$ cat src/sfm_pkg.sv
// Shared types, sizing constants and helper functions for the substring first-match finder.
// Used by sfm_scan, sfm_outq and substring_first_match_finder_core; depends on nothing.
package sfm_pkg;

   localparam int MAX_PATTERN   = 16;
   localparam int POSITION_BITS = 16;

   // Fixed field widths of the register map and the result item.
   localparam int LENGTH_REG_BITS = 5;
   localparam int START_BITS      = 16;
   localparam int OUT_POS_BITS    = 16;
   localparam int PATTERN_BITS    = 128;
   localparam int PATTERN_BYTES   = PATTERN_BITS / 8;
   localparam int CSR_DATA_BITS   = 64;
   localparam int CSR_INDEX_BITS  = 3;

   // Byte counter holds up to 2^POSITION_BITS + 1.
   localparam int COUNT_BITS = POSITION_BITS + 2;
   localparam logic [COUNT_BITS-1:0] TEXT_CAP = COUNT_BITS'(1) << POSITION_BITS;

   localparam int LEN_BITS   = ($clog2(MAX_PATTERN + 1) > LENGTH_REG_BITS) ?
                               $clog2(MAX_PATTERN + 1) : LENGTH_REG_BITS;
   localparam int WIN_IDX_BITS = (MAX_PATTERN > 1) ? $clog2(MAX_PATTERN) : 1;
   localparam int WIDE_BITS  = ((COUNT_BITS > START_BITS) ? COUNT_BITS : START_BITS) + 1;

   typedef enum logic [CSR_INDEX_BITS-1:0] {
      REG_PATTERN_LENGTH = 3'd0,
      REG_PATTERN_LOW    = 3'd1,
      REG_PATTERN_HIGH   = 3'd2,
      REG_START_POSITION = 3'd3
   } reg_index_type;

   typedef struct packed {
      logic [LENGTH_REG_BITS-1:0] pattern_length;
      logic [PATTERN_BITS-1:0]    pattern;
      logic [START_BITS-1:0]      start_position;
   } cfg_type;

   typedef struct packed {
      logic                    found;
      logic [OUT_POS_BITS-1:0] match_position;
      logic                    too_long;
   } result_type;

   // Pattern byte k; bytes past the two pattern registers read as zero.
   function automatic logic [7:0] pattern_byte(input logic [PATTERN_BITS-1:0] pat,
                                                input int k);
      logic [7:0] b;
      b = 8'd0;
      if (k < PATTERN_BYTES) begin
         b = pat[8*k +: 8];
      end
      return b;
   endfunction

   // Pattern length in use, clamped to the window depth.
   function automatic logic [LEN_BITS-1:0] used_length(
         input logic [LENGTH_REG_BITS-1:0] len);
      logic [LEN_BITS-1:0] n;
      n = LEN_BITS'(len);
      if (n > LEN_BITS'(MAX_PATTERN)) begin
         n = LEN_BITS'(MAX_PATTERN);
      end
      return n;
   endfunction

endpackage

$ cat src/substring_first_match_finder_core.sv
// Top level of the substring first-match finder: register file, stream scan and result queue.
// Depends on sfm_pkg, sfm_scan and sfm_outq.
//
//   channel | direction | handshake               | payload
//   req     | in        | req_valid / req_stall   | text_byte, carries_byte, is_last
//   rsp     | out       | rsp_valid / rsp_stall   | found, match_position, too_long
//   csr     | in        | csr_valid / csr_ready   | csr_index, csr_data
//
// One input transfer is taken every cycle while req_stall is low. Each byte is shifted into
// the window and compared against the whole pattern in the same cycle. The result of the
// transfer that carries the last flag is registered in the result register or the skid entry.
// Reset is synchronous and clears the stream state and restores the register defaults.
// The result side has a register plus one skid entry; req_stall rises only when both
// hold results, and drops once the skid entry has moved into the result register.
module substring_first_match_finder_core (
   input  logic                                 clock,
   input  logic                                 reset,

   input  logic                                 req_valid,
   output logic                                 req_stall,
   input  logic [7:0]                           req_text_byte,
   input  logic                                 req_carries_byte,
   input  logic                                 req_is_last,

   output logic                                 rsp_valid,
   input  logic                                 rsp_stall,
   output logic                                 rsp_found,
   output logic [sfm_pkg::OUT_POS_BITS-1:0]     rsp_match_position,
   output logic                                 rsp_too_long,

   input  logic                                 csr_valid,
   output logic                                 csr_ready,
   input  logic [sfm_pkg::CSR_INDEX_BITS-1:0]   csr_index,
   input  logic [sfm_pkg::CSR_DATA_BITS-1:0]    csr_data
);

   sfm_pkg::cfg_type    cfg_ff, cfg_in;
   logic                take;
   logic                res_valid;
   sfm_pkg::result_type res;
   sfm_pkg::result_type out_data;
   logic                full;

   // Registers are always writable; software must write them only while the block is idle (not enforced here).
   assign csr_ready = 1'b1;

   always_comb begin
      cfg_in = cfg_ff;
      if (csr_valid && csr_ready) begin
         case (sfm_pkg::reg_index_type'(csr_index))
            sfm_pkg::REG_PATTERN_LENGTH:
               cfg_in.pattern_length = csr_data[sfm_pkg::LENGTH_REG_BITS-1:0];
            sfm_pkg::REG_PATTERN_LOW:
               cfg_in.pattern[63:0] = csr_data;
            sfm_pkg::REG_PATTERN_HIGH:
               cfg_in.pattern[127:64] = csr_data;
            sfm_pkg::REG_START_POSITION:
               cfg_in.start_position = csr_data[sfm_pkg::START_BITS-1:0];
            default: begin
               // Unknown register indexes are ignored.
            end
         endcase
      end
   end

   always_ff @(posedge clock) begin
      if (reset) begin
         cfg_ff.pattern_length <= sfm_pkg::LENGTH_REG_BITS'(1);
         cfg_ff.pattern        <= '0;
         cfg_ff.start_position <= '0;
      end else begin
         cfg_ff <= cfg_in;
      end
   end

   // The skid entry in the result queue is the only source of backpressure.
   assign req_stall = full;
   assign take      = req_valid && !req_stall;

   sfm_scan u_scan (
      .clock        (clock),
      .reset        (reset),
      .take         (take),
      .text_byte    (req_text_byte),
      .carries_byte (req_carries_byte),
      .is_last      (req_is_last),
      .cfg          (cfg_ff),
      .res_valid    (res_valid),
      .res          (res)
   );

   sfm_outq u_outq (
      .clock     (clock),
      .reset     (reset),
      .push      (res_valid),
      .push_data (res),
      .full      (full),
      .out_valid (rsp_valid),
      .out_data  (out_data),
      .out_stall (rsp_stall)
   );

   assign rsp_found          = out_data.found;
   assign rsp_match_position = out_data.match_position;
   assign rsp_too_long       = out_data.too_long;

   // Backpressure only comes from a waiting result.
   a_stall_needs_result: assert property (@(posedge clock) disable iff (reset)
      req_stall |-> rsp_valid)
      else $error("req_stall high with no result pending");

   // A result reported as not found always carries a zero position.
   a_not_found_zero_pos: assert property (@(posedge clock) disable iff (reset)
      (rsp_valid && !rsp_found) |-> (rsp_match_position == '0))
      else $error("not-found result with nonzero position");

   // A closing transfer into an empty result register shows up in the next cycle.
   a_last_gives_result: assert property (@(posedge clock) disable iff (reset)
      (req_valid && !req_stall && req_is_last && !rsp_valid) |=> rsp_valid)
      else $error("closing transfer produced no result");

endmodule

$ cat src/sfm_scan.sv
// Stream state of the finder: byte window, byte counter, first-match record and result build.
// Depends on sfm_pkg.
module sfm_scan (
   input  logic                clock,
   input  logic                reset,
   input  logic                take,
   input  logic [7:0]          text_byte,
   input  logic                carries_byte,
   input  logic                is_last,
   input  sfm_pkg::cfg_type    cfg,
   output logic                res_valid,
   output sfm_pkg::result_type res
);

   logic [7:0]                        window_ff [sfm_pkg::MAX_PATTERN];
   logic [7:0]                        window_in [sfm_pkg::MAX_PATTERN];
   logic [sfm_pkg::COUNT_BITS-1:0]    count_ff, count_in;
   logic                              seen_ff, seen_in;
   logic [sfm_pkg::POSITION_BITS-1:0] first_ff, first_in;

   logic [7:0]                        shifted [sfm_pkg::MAX_PATTERN];
   logic [sfm_pkg::LEN_BITS-1:0]      n;
   logic                              capped;
   logic [sfm_pkg::COUNT_BITS-1:0]    count_next;
   logic [sfm_pkg::WIDE_BITS-1:0]     start_wide;
   logic [sfm_pkg::WIDE_BITS-1:0]     n_wide;
   logic [sfm_pkg::WIDE_BITS-1:0]     cnt_wide;
   logic [sfm_pkg::WIDE_BITS-1:0]     len_wide;
   logic [sfm_pkg::WIDE_BITS-1:0]     where_wide;
   logic                              bytes_equal;
   logic                              hit;
   logic                              seen_next;
   logic [sfm_pkg::POSITION_BITS-1:0] first_next;

   assign n      = sfm_pkg::used_length(cfg.pattern_length);
   assign capped = (count_ff >= sfm_pkg::TEXT_CAP);

   always_comb begin
      shifted[0] = text_byte;
      for (int i = 1; i < sfm_pkg::MAX_PATTERN; i++) begin
         shifted[i] = window_ff[i-1];
      end
   end

   // Byte k of the pattern lines up with window entry n-1-k.
   always_comb begin
      int j;
      bytes_equal = 1'b1;
      for (int k = 0; k < sfm_pkg::MAX_PATTERN; k++) begin
         j = int'(n) - 1 - k;
         if (k < int'(n)) begin
            if (shifted[j[sfm_pkg::WIN_IDX_BITS-1:0]] !=
                sfm_pkg::pattern_byte(cfg.pattern, k)) begin
               bytes_equal = 1'b0;
            end
         end
      end
   end

   always_comb begin
      count_next = count_ff;
      if (carries_byte) begin
         count_next = capped ? (sfm_pkg::TEXT_CAP + 1'b1) : (count_ff + 1'b1);
      end
   end

   assign start_wide = sfm_pkg::WIDE_BITS'(cfg.start_position);
   assign n_wide     = sfm_pkg::WIDE_BITS'(n);
   assign cnt_wide   = sfm_pkg::WIDE_BITS'(count_next);
   assign where_wide = cnt_wide - n_wide;

   assign hit = carries_byte && !capped && !seen_ff && (n != '0) &&
                (cnt_wide >= n_wide) && (where_wide >= start_wide) && bytes_equal;

   assign seen_next  = seen_ff || hit;
   assign first_next = hit ? where_wide[sfm_pkg::POSITION_BITS-1:0] : first_ff;

   assign len_wide = (count_next > sfm_pkg::TEXT_CAP) ?
                     sfm_pkg::WIDE_BITS'(sfm_pkg::TEXT_CAP) : cnt_wide;

   always_comb begin
      logic [sfm_pkg::WIDE_BITS+sfm_pkg::POSITION_BITS-1:0] pos_ext;
      pos_ext = '0;
      res.too_long = (count_next > sfm_pkg::TEXT_CAP);
      if (n == '0) begin
         res.found = (start_wide <= len_wide);
         pos_ext   = res.found ? (sfm_pkg::WIDE_BITS + sfm_pkg::POSITION_BITS)'(start_wide)
                               : '0;
      end else begin
         res.found = seen_next;
         pos_ext   = seen_next ? (sfm_pkg::WIDE_BITS + sfm_pkg::POSITION_BITS)'(first_next)
                               : '0;
      end
      res.match_position = pos_ext[sfm_pkg::OUT_POS_BITS-1:0];
   end

   assign res_valid = take && is_last;

   always_comb begin
      window_in = window_ff;
      count_in  = count_ff;
      seen_in   = seen_ff;
      first_in  = first_ff;
      if (take) begin
         if (is_last) begin
            for (int i = 0; i < sfm_pkg::MAX_PATTERN; i++) begin
               window_in[i] = 8'd0;
            end
            count_in = '0;
            seen_in  = 1'b0;
            first_in = '0;
         end else begin
            if (carries_byte && !capped) begin
               window_in = shifted;
            end
            count_in = count_next;
            seen_in  = seen_next;
            first_in = first_next;
         end
      end
   end

   always_ff @(posedge clock) begin
      if (reset) begin
         for (int i = 0; i < sfm_pkg::MAX_PATTERN; i++) begin
            window_ff[i] <= 8'd0;
         end
         count_ff <= '0;
         seen_ff  <= 1'b0;
         first_ff <= '0;
      end else begin
         window_ff <= window_in;
         count_ff  <= count_in;
         seen_ff   <= seen_in;
         first_ff  <= first_in;
      end
   end

endmodule

$ cat src/sfm_outq.sv
// Result register with one skid entry, so a finished result can wait while input goes on.
// Depends on sfm_pkg.
module sfm_outq (
   input  logic                clock,
   input  logic                reset,
   input  logic                push,
   input  sfm_pkg::result_type push_data,
   output logic                full,
   output logic                out_valid,
   output sfm_pkg::result_type out_data,
   input  logic                out_stall
);

   logic                out_valid_ff, out_valid_in;
   logic                skid_valid_ff, skid_valid_in;
   sfm_pkg::result_type out_data_ff, out_data_in;
   sfm_pkg::result_type skid_data_ff, skid_data_in;
   logic                pop;

   assign pop = out_valid_ff && !out_stall;

   always_comb begin
      out_valid_in  = out_valid_ff;
      skid_valid_in = skid_valid_ff;
      out_data_in   = out_data_ff;
      skid_data_in  = skid_data_ff;
      if (skid_valid_ff) begin
         // Input side is stalled while the skid entry is in use.
         if (pop) begin
            out_data_in   = skid_data_ff;
            skid_valid_in = 1'b0;
         end
      end else if (push) begin
         if (!out_valid_ff || pop) begin
            out_data_in  = push_data;
            out_valid_in = 1'b1;
         end else begin
            skid_data_in  = push_data;
            skid_valid_in = 1'b1;
         end
      end else if (pop) begin
         out_valid_in = 1'b0;
      end
   end

   always_ff @(posedge clock) begin
      if (reset) begin
         out_valid_ff  <= 1'b0;
         skid_valid_ff <= 1'b0;
      end else begin
         out_valid_ff  <= out_valid_in;
         skid_valid_ff <= skid_valid_in;
      end
      out_data_ff  <= out_data_in;
      skid_data_ff <= skid_data_in;
   end

   assign full      = skid_valid_ff;
   assign out_valid = out_valid_ff;
   assign out_data  = out_data_ff;

endmodule
$ cat config.mk
export PLATFORM = sky130hd
export DESIGN_NAME = substring_first_match_finder_core
export DESIGN_NICKNAME = d
export VERILOG_FILES = /design/src/sfm_pkg.sv /design/src/substring_first_match_finder_core.sv /design/src/sfm_scan.sv /design/src/sfm_outq.sv
export SDC_FILE = /design/constraint.sdc
export NUM_CORES = 1
export LEC_CHECK = 0
export ABC_AREA = 1
export BUFFER_PORTS_ARGS = -buffer_cell sky130_fd_sc_hd__buf_2
export CORE_ASPECT_RATIO = 0.75
export CORE_MARGIN = 2
export CORE_UTILIZATION = 50
export DETAILED_ROUTE_END_ITERATION = 8
export PLACE_DENSITY = 0.67
export RECOVER_POWER = 100
export SLEW_MARGIN = 10
export SYNTH_ARGS = -nofsm -noshare
export SYNTH_HDL_FRONTEND = slang
export SYNTH_SLANG_ARGS = --single-unit
$ cat constraint.sdc
create_clock -name clock -period 7.6 [get_ports clock]
set_input_delay 1.14 -clock clock [delete_from_list [all_inputs] [get_ports clock]]
set_output_delay 1.14 -clock clock [all_outputs]
set_load 0.005 [all_outputs]
==> results.cfg, run 1 <==
[floorplanning]
die_x_um = 252.9
ios = 103
start_util = 0.5055
die_area_sq_mm = 0.04821
num_rows = 68
design.core.area_sq_mm = 0.04594
die_h_um = 190.7

[yosys]
yosys_most_used_dff = dfxtp_1
synth.top_cell.area_share = 0.2801
synth_edf_count = 36
synth_area_sq_mm = 0.02323
synth_top_cell_by_area = nand2_1
yosys-top-cells-count = 1,733 x nand2_1, 423 x o21ai_0, 309 x inv_1
yosys_warnings = 0
synth.yosys.seq_area_share = 0.3103
synth_most_common_cell = nand2_1
avgSynthCellArea_sq_um = 5.852
synthesis.nets = 4098
synthCells = 3969
synth-seq-cells = 342
synth.distinct_cells = 49
yosys-top-cells-area = nand2_1 28%, dfxtp_1 26%, o21ai_0 9.1%
async_reset_ff_frac = 0

[run]
max-cap-violations = 5

[min_path]
min_from = u_scan.shifted[3]
min-delay-path-class = reg2reg
hold_depth = 2
holdPathEnd = u_scan.shifted[3]

[grt]
grt_pass1_wl_um = 125500
grt_max_degree = 99
grt_busiest_layer = met1
track_usage = 0.3385
use_met2 = 0.4658
grtUsageMet3 = 0.07262
antenna_found_initial = 6
use_met1 = 0.5171
grt_overflow = 0
grt_pass1_vias = 21180

[power_and_ir_drop]
ir_drop_uv = 171.6
pwr-share-seq = 0.367
powerDensity_mw_per_mm2 = 203.8
switchingPower_mw = 1.739
p_leak_nw = 10.99
p_int_mw = 3.381
netSwitchingFraction = 0.3396
p_clk_frac = 0.393
comb_power_share = 0.239

[placed_design]
gp_congestion = 0.9810
place_inst = 4482
place_area_sq_mm = 0.02386
portBuffers = 101
hpwl_um = 60660

[setup_path]
rr_endpoint = u_scan.shifted[94]
cp_top_family = simple AND/OR/NAND/NOR gates
cp.required_ns = 8.03
end_kind = register
timing.rr.start = u_outq.full
slowest_stage = a21oi_4
cp.arrival_ns = 7.10
crit_top_cell = nand2_1
critPathMaxStageDelay_ns = 0.49
reg2reg_depth = 10
rrSetupSlack_ns = 1.04
crit_buf_inv = 5
crit_type = in2reg
cp-start-kind = primary input
worstPathMaxFanout = 18

[final_layout]
multi_input_area_sq_mm = 0.01393
area_growth_pct = 8.177
nets = 4057
regArea_sq_mm = 0.007207
postLayoutCellArea_sq_mm = 0.02513
final_cells = 4552
drive_gt1_frac = 0.05386
fill_cells = 4789

[clocking]
cts_sinks = 342
path_clk_slew_ns = 0.06
cts_buffers = 39
cts_hold_buf = 0
cts-root-buf = clkbuf_16
cts_tree = built
htreeDepth = 2
post_cts_resize_count = 0
cts_setup_buffers = 0
cts_buffer_depth = 3
clkLatencyLatePin_ns = 0.57

[route]
num_vias = 25200
drtAntennaViolNets = 0
via_per_inst = 5.536
finalWirelength_um = 82220
drt_iter0_drc = 2912
first_pass_iters = 6
post_drt_wl_per_cell_um = 18.06
drc_errors = 0

[timing]
setup_violations = 0
fin_crit_sh = 0.8768
hold_viol_final = 0
holdWs_ns = 0.4636
worst_pin_slew_ns = 3.347
tns_ns = 0
timing.fmax_mhz = 150.1
rsz0062_at_grt = false
relSlewSlack = -1.232
clock_skew_ns = 0.01536
slew_violations = 281
fin_crit_ns = 6.664

[status]
status = complete, but fails checks
violations = max-capacitance violations, max-slew violations
-- metal layers --
layer	part of all wire	vias up
met5	0.00015	-
met4	0.029	2
met3	0.12	133
met2	0.39	1159
met1	0.47	11250
li1	-	12650
-- worst max-delay path by stage --
stage / startpoint / end / slack [ns] / cells after the start
after floorplan: req_carries_byte / u_outq.out_data[9] / 1.60 / 35
after global placement: req_carries_byte / u_outq.out_data[8] / 0.82 / 36
after detailed placement: req_carries_byte / u_outq.out_data[10] / 0.69 / 36
after CTS: req_carries_byte / u_outq.out_data[15] / 1.27 / 36
after global routing: req_carries_byte / u_outq.out_data[15] / 0.31 / 34
final: req_carries_byte / u_outq.out_data[15] / 0.94 / 34
-- placed cells by master, fill, tap and decap left out, types with 3 or more instances in the layout --
cell	netlist	layout
buf_2	54	82
clkbuf_1	139	30
o21ai_0	423	422
o21bai_1	3	3
nor2_1	167	164
o21ai_1	89	89
a211oi_1	3	3
nor3_1	5	5
clkinv_2	0	9
nor2_2	2	5
inv_2	5	5
inv_1	309	308
nand2_1	1733	1732
clkbuf_8	0	3
mux2i_1	6	6
a21oi_1	292	292
nand4_1	8	8
nand3_1	183	182
dfxtp_1	306	306
edfxtp_1	36	36
nand3b_1	38	38
nand2_4	2	3
bufinv_16	0	5
or2_2	5	5
xor2_1	13	13
buf_4	14	29
o211ai_1	39	39
ha_1	46	45
nand2_2	9	8
clkbuf_16	0	41
-- cell families (layout without fill, tap and decap cells) --
kind of cell / count (synthesis) / count (layout) / synth area share
buf+inv: 535 / 521 / 0.09228
fa+ha+maj: 47 / 47 / 0.02564
mux: 6 / 6 / 0.002586
compound gates: 862 / 862 / 0.1925
simple gates: 2161 / 2161 / 0.3709
other cells: 1 / 3 / 0.0001615
flops: 342 / 342 / 0.3103
xor+xnor: 15 / 15 / 0.005657
-- sequential cells by signal (all words and copies together), names as in the netlist, 16 cells and up --
| name | flops |
|---|---|
| u_outq.out_data | 18 |
| u_scan.shifted | 120 |
| u_outq.skid_data_ff | 18 |
| u_scan.first_ff | 16 |
| cfg_ff | 149 |
| u_scan.count_ff | 18 |
-- tightest hold or removal path: stages, from the launching register on --
cell and delay [ns]:
dfxtp_1 0.30, nand2_1 0.06, a21oi_1 0.05
-- power by group through the flow --
stage	Clock, mW	Sequential (mW)	Combinational [mW]
floorplan	0	1.91	0.844
global placement	0	1.92	1.18
detailed placement	0	1.92	1.19
CTS	2.04	1.88	1.19
global route	2.10	1.88	1.36
finish	2.01	1.88	1.23
-- final cells by class --
type | instances | share of cell area
clock inverters | 18 | 0.009213
well taps | 595 | 0.02963
repair buffers | 137 | 0.02898
clock buffers | 50 | 0.04337
flip-flops and latches | 342 | 0.2868
diodes | 2 | 0.0001992
multi-input cells | 3092 | 0.5545
inverters | 316 | 0.04731
-- stage by stage --
step	power (mW)	util	setup WS, ns
after floorplan	2.754	-	1.604
after global placement	3.100	0.5193	0.8154
after detailed placement	3.108	0.5193	0.6859
after CTS	5.112	0.5481	1.268
after global routing	5.344	0.5469	0.3116
final	5.120	0.5469	0.9363
Note: power is estimated with default switching activity, not from simulation.
==> run 2: changes to the inputs <==
--- a/config.mk
+++ b/config.mk
@@ -7,10 +7,12 @@
 export LEC_CHECK = 0
 export ABC_AREA = 1
 export BUFFER_PORTS_ARGS = -buffer_cell sky130_fd_sc_hd__buf_2
-export CORE_ASPECT_RATIO = 0.75
+export CAP_MARGIN = 20
+export CORE_ASPECT_RATIO = 0.6
 export CORE_MARGIN = 2
 export CORE_UTILIZATION = 50
 export DETAILED_ROUTE_END_ITERATION = 8
+export MAX_ROUTING_LAYER = met4
 export PLACE_DENSITY = 0.67
 export RECOVER_POWER = 100
 export SLEW_MARGIN = 10
==> run 2 against run 1 <==
- the flow still finishes with violations (max-capacitance violations, max-slew violations)
- critical endpoint is now u_outq.out_data[1]
- combinational power hardly changed
- global-route usage rose by 2.1 points
- die area barely moved
- first-iteration DRC count is 26% higher
==> results.cfg, run 2 (same netlist as run 1, synthesis figures left out) <==
[floorplanning]
die_x_um = 282.2
die_h_um = 170.9
design.core.area_sq_mm = 0.04610
ios = 103
num_rows = 61
die_area_sq_mm = 0.04825
start_util = 0.5038

[timing]
relSlewSlack = -0.9349
slew_violations = 352
timing.fmax_mhz = 147.6
hold_viol_final = 0
fin_crit_sh = 0.8916
fin_crit_ns = 6.776
tns_ns = 0
worst_pin_slew_ns = 2.902
clock_skew_ns = 0.03152
rsz0062_at_grt = false
setup_violations = 0

[route]
post_drt_wl_per_cell_um = 18.62
finalWirelength_um = 85320
drc_errors = 0
drtAntennaViolNets = 0
drt_iter0_drc = 3677
via_per_inst = 5.560
first_pass_iters = 8
num_vias = 25480

[clocking]
cts_hold_buf = 0
htreeDepth = 2
cts_buffer_depth = 3
path_clk_slew_ns = 0.06
cts_buffers = 37
cts_setup_buffers = 0
clkLatencyLatePin_ns = 0.56
cts-root-buf = clkbuf_16
cts_tree = built
post_cts_resize_count = 0
cts_sinks = 342

[final_layout]
regArea_sq_mm = 0.007207
nets = 4054
drive_gt1_frac = 0.05214
regMostFlops = cfg_ff
multi_input_area_sq_mm = 0.01393
fill_cells = 4899
largest_reg_flops = 149
area_growth_pct = 7.984
final_cell_mix = 1,732 x nand2_1, 423 x o21ai_0, 308 x inv_1
postLayoutCellArea_sq_mm = 0.02508
layout.cells.most_common = nand2_1

[setup_path]
critPathMaxStageDelay_ns = 1.00
cp_top_family = simple AND/OR/NAND/NOR gates
timing.rr.start = u_outq.full
rrSetupSlack_ns = 0.88
crit_type = in2reg
cp-start-kind = primary input
cp.required_ns = 7.90
rr_endpoint = u_scan.shifted[78]
end_kind = register
crit_buf_inv = 5
worstPathMaxFanout = 17
slowest_stage = nor3_1
reg2reg_depth = 9
cp.arrival_ns = 7.07
crit_top_cell = nand2_1
crit_start = req_carries_byte

[grt]
grt_pass1_wl_um = 129000
grt_overflow = 0
antenna_found_initial = 5
track_usage = 0.3599
grt_max_degree = 98
grt_pass1_vias = 21240

[placed_design]
place_area_sq_mm = 0.02389
portBuffers = 101
gp_congestion = 1.040
hpwl_um = 63390

[power_and_ir_drop]
p_leak_nw = 10.96
powerDensity_mw_per_mm2 = 201.7
total_power_mw = 5.058
ir_drop_uv = 171.9

[min_path]
min_from = u_scan.shifted[0]
hold_depth = 2
holdPathEnd = u_scan.shifted[0]
min-delay-path-class = reg2reg

[run]
max-cap-violations = 6

[status]
status = complete, but fails checks
violations = max-capacitance violations, max-slew violations
-- run 2: changes by cell type in the layout (fill, tap and decap cells not counted), sizes merged --
cell	change
clkinvlp	-2
buf	-7
clkbuf	+6
inv	+2
bufinv	-1
clkinv	-2
-- run 2: how the worst max path moves through the flow --
stage,to,slack [ns],cells after the start
after global placement,u_outq.out_data[6],1.04,29
after CTS,u_outq.out_data[10],1.41,34
after floorplan,u_outq.out_data[9],1.60,35
after global routing,u_outq.out_data[4],0.44,29
after detailed placement,u_outq.out_data[10],0.85,34
final,u_outq.out_data[1],0.82,29
-- run 2: routing by layer --
layer | global-route usage | wire [um]
met5 | - | 0
met4 | 0.06832 | 1559
met3 | 0.1097 | 11760
met2 | 0.4524 | 31210
met1 | 0.5491 | 40780
-- run 2: worst min-delay path, delay by kind of cell, from the launching register on --
kind	cells	cell delay [ns]
compound gates	1	0.05
simple gates	1	0.06
flops	1	0.31
-- run 2: area by class of cell --
class / instances / area share
inverter: 316 / 0.04739
clock buffer: 50 / 0.04245
clock inverter: 15 / 0.007533
timing repair buffer: 136 / 0.02809
tap: 630 / 0.03143
sequential: 342 / 0.2874
antenna: 2 / 0.0001996
multi-input combinational: 3092 / 0.5556
-- run 2: report_power, final --
group	leakage (nW)	internal (mW)	switching, mW
Combinational	7.49	0.336	0.894
Clock	0.628	1.12	0.823
Sequential	2.84	1.86	0.0274
-- run 2: per-stage QoR --
step / setup slack (ns) / hold slack [ns] / cells / utilization
final: 0.8236 / 0.4620 / 4583 / 0.5441
after global routing: 0.4396 / 0.4806 / 4583 / 0.5441
after CTS: 1.407 / 0.4640 / 4581 / 0.5455
after detailed placement: 0.8541 / 0.4594 / 4516 / 0.5183
after global placement: 1.036 / 0.4549 / 4516 / 0.5183
after floorplan: 1.604 / 0.4409 / 3969 / -
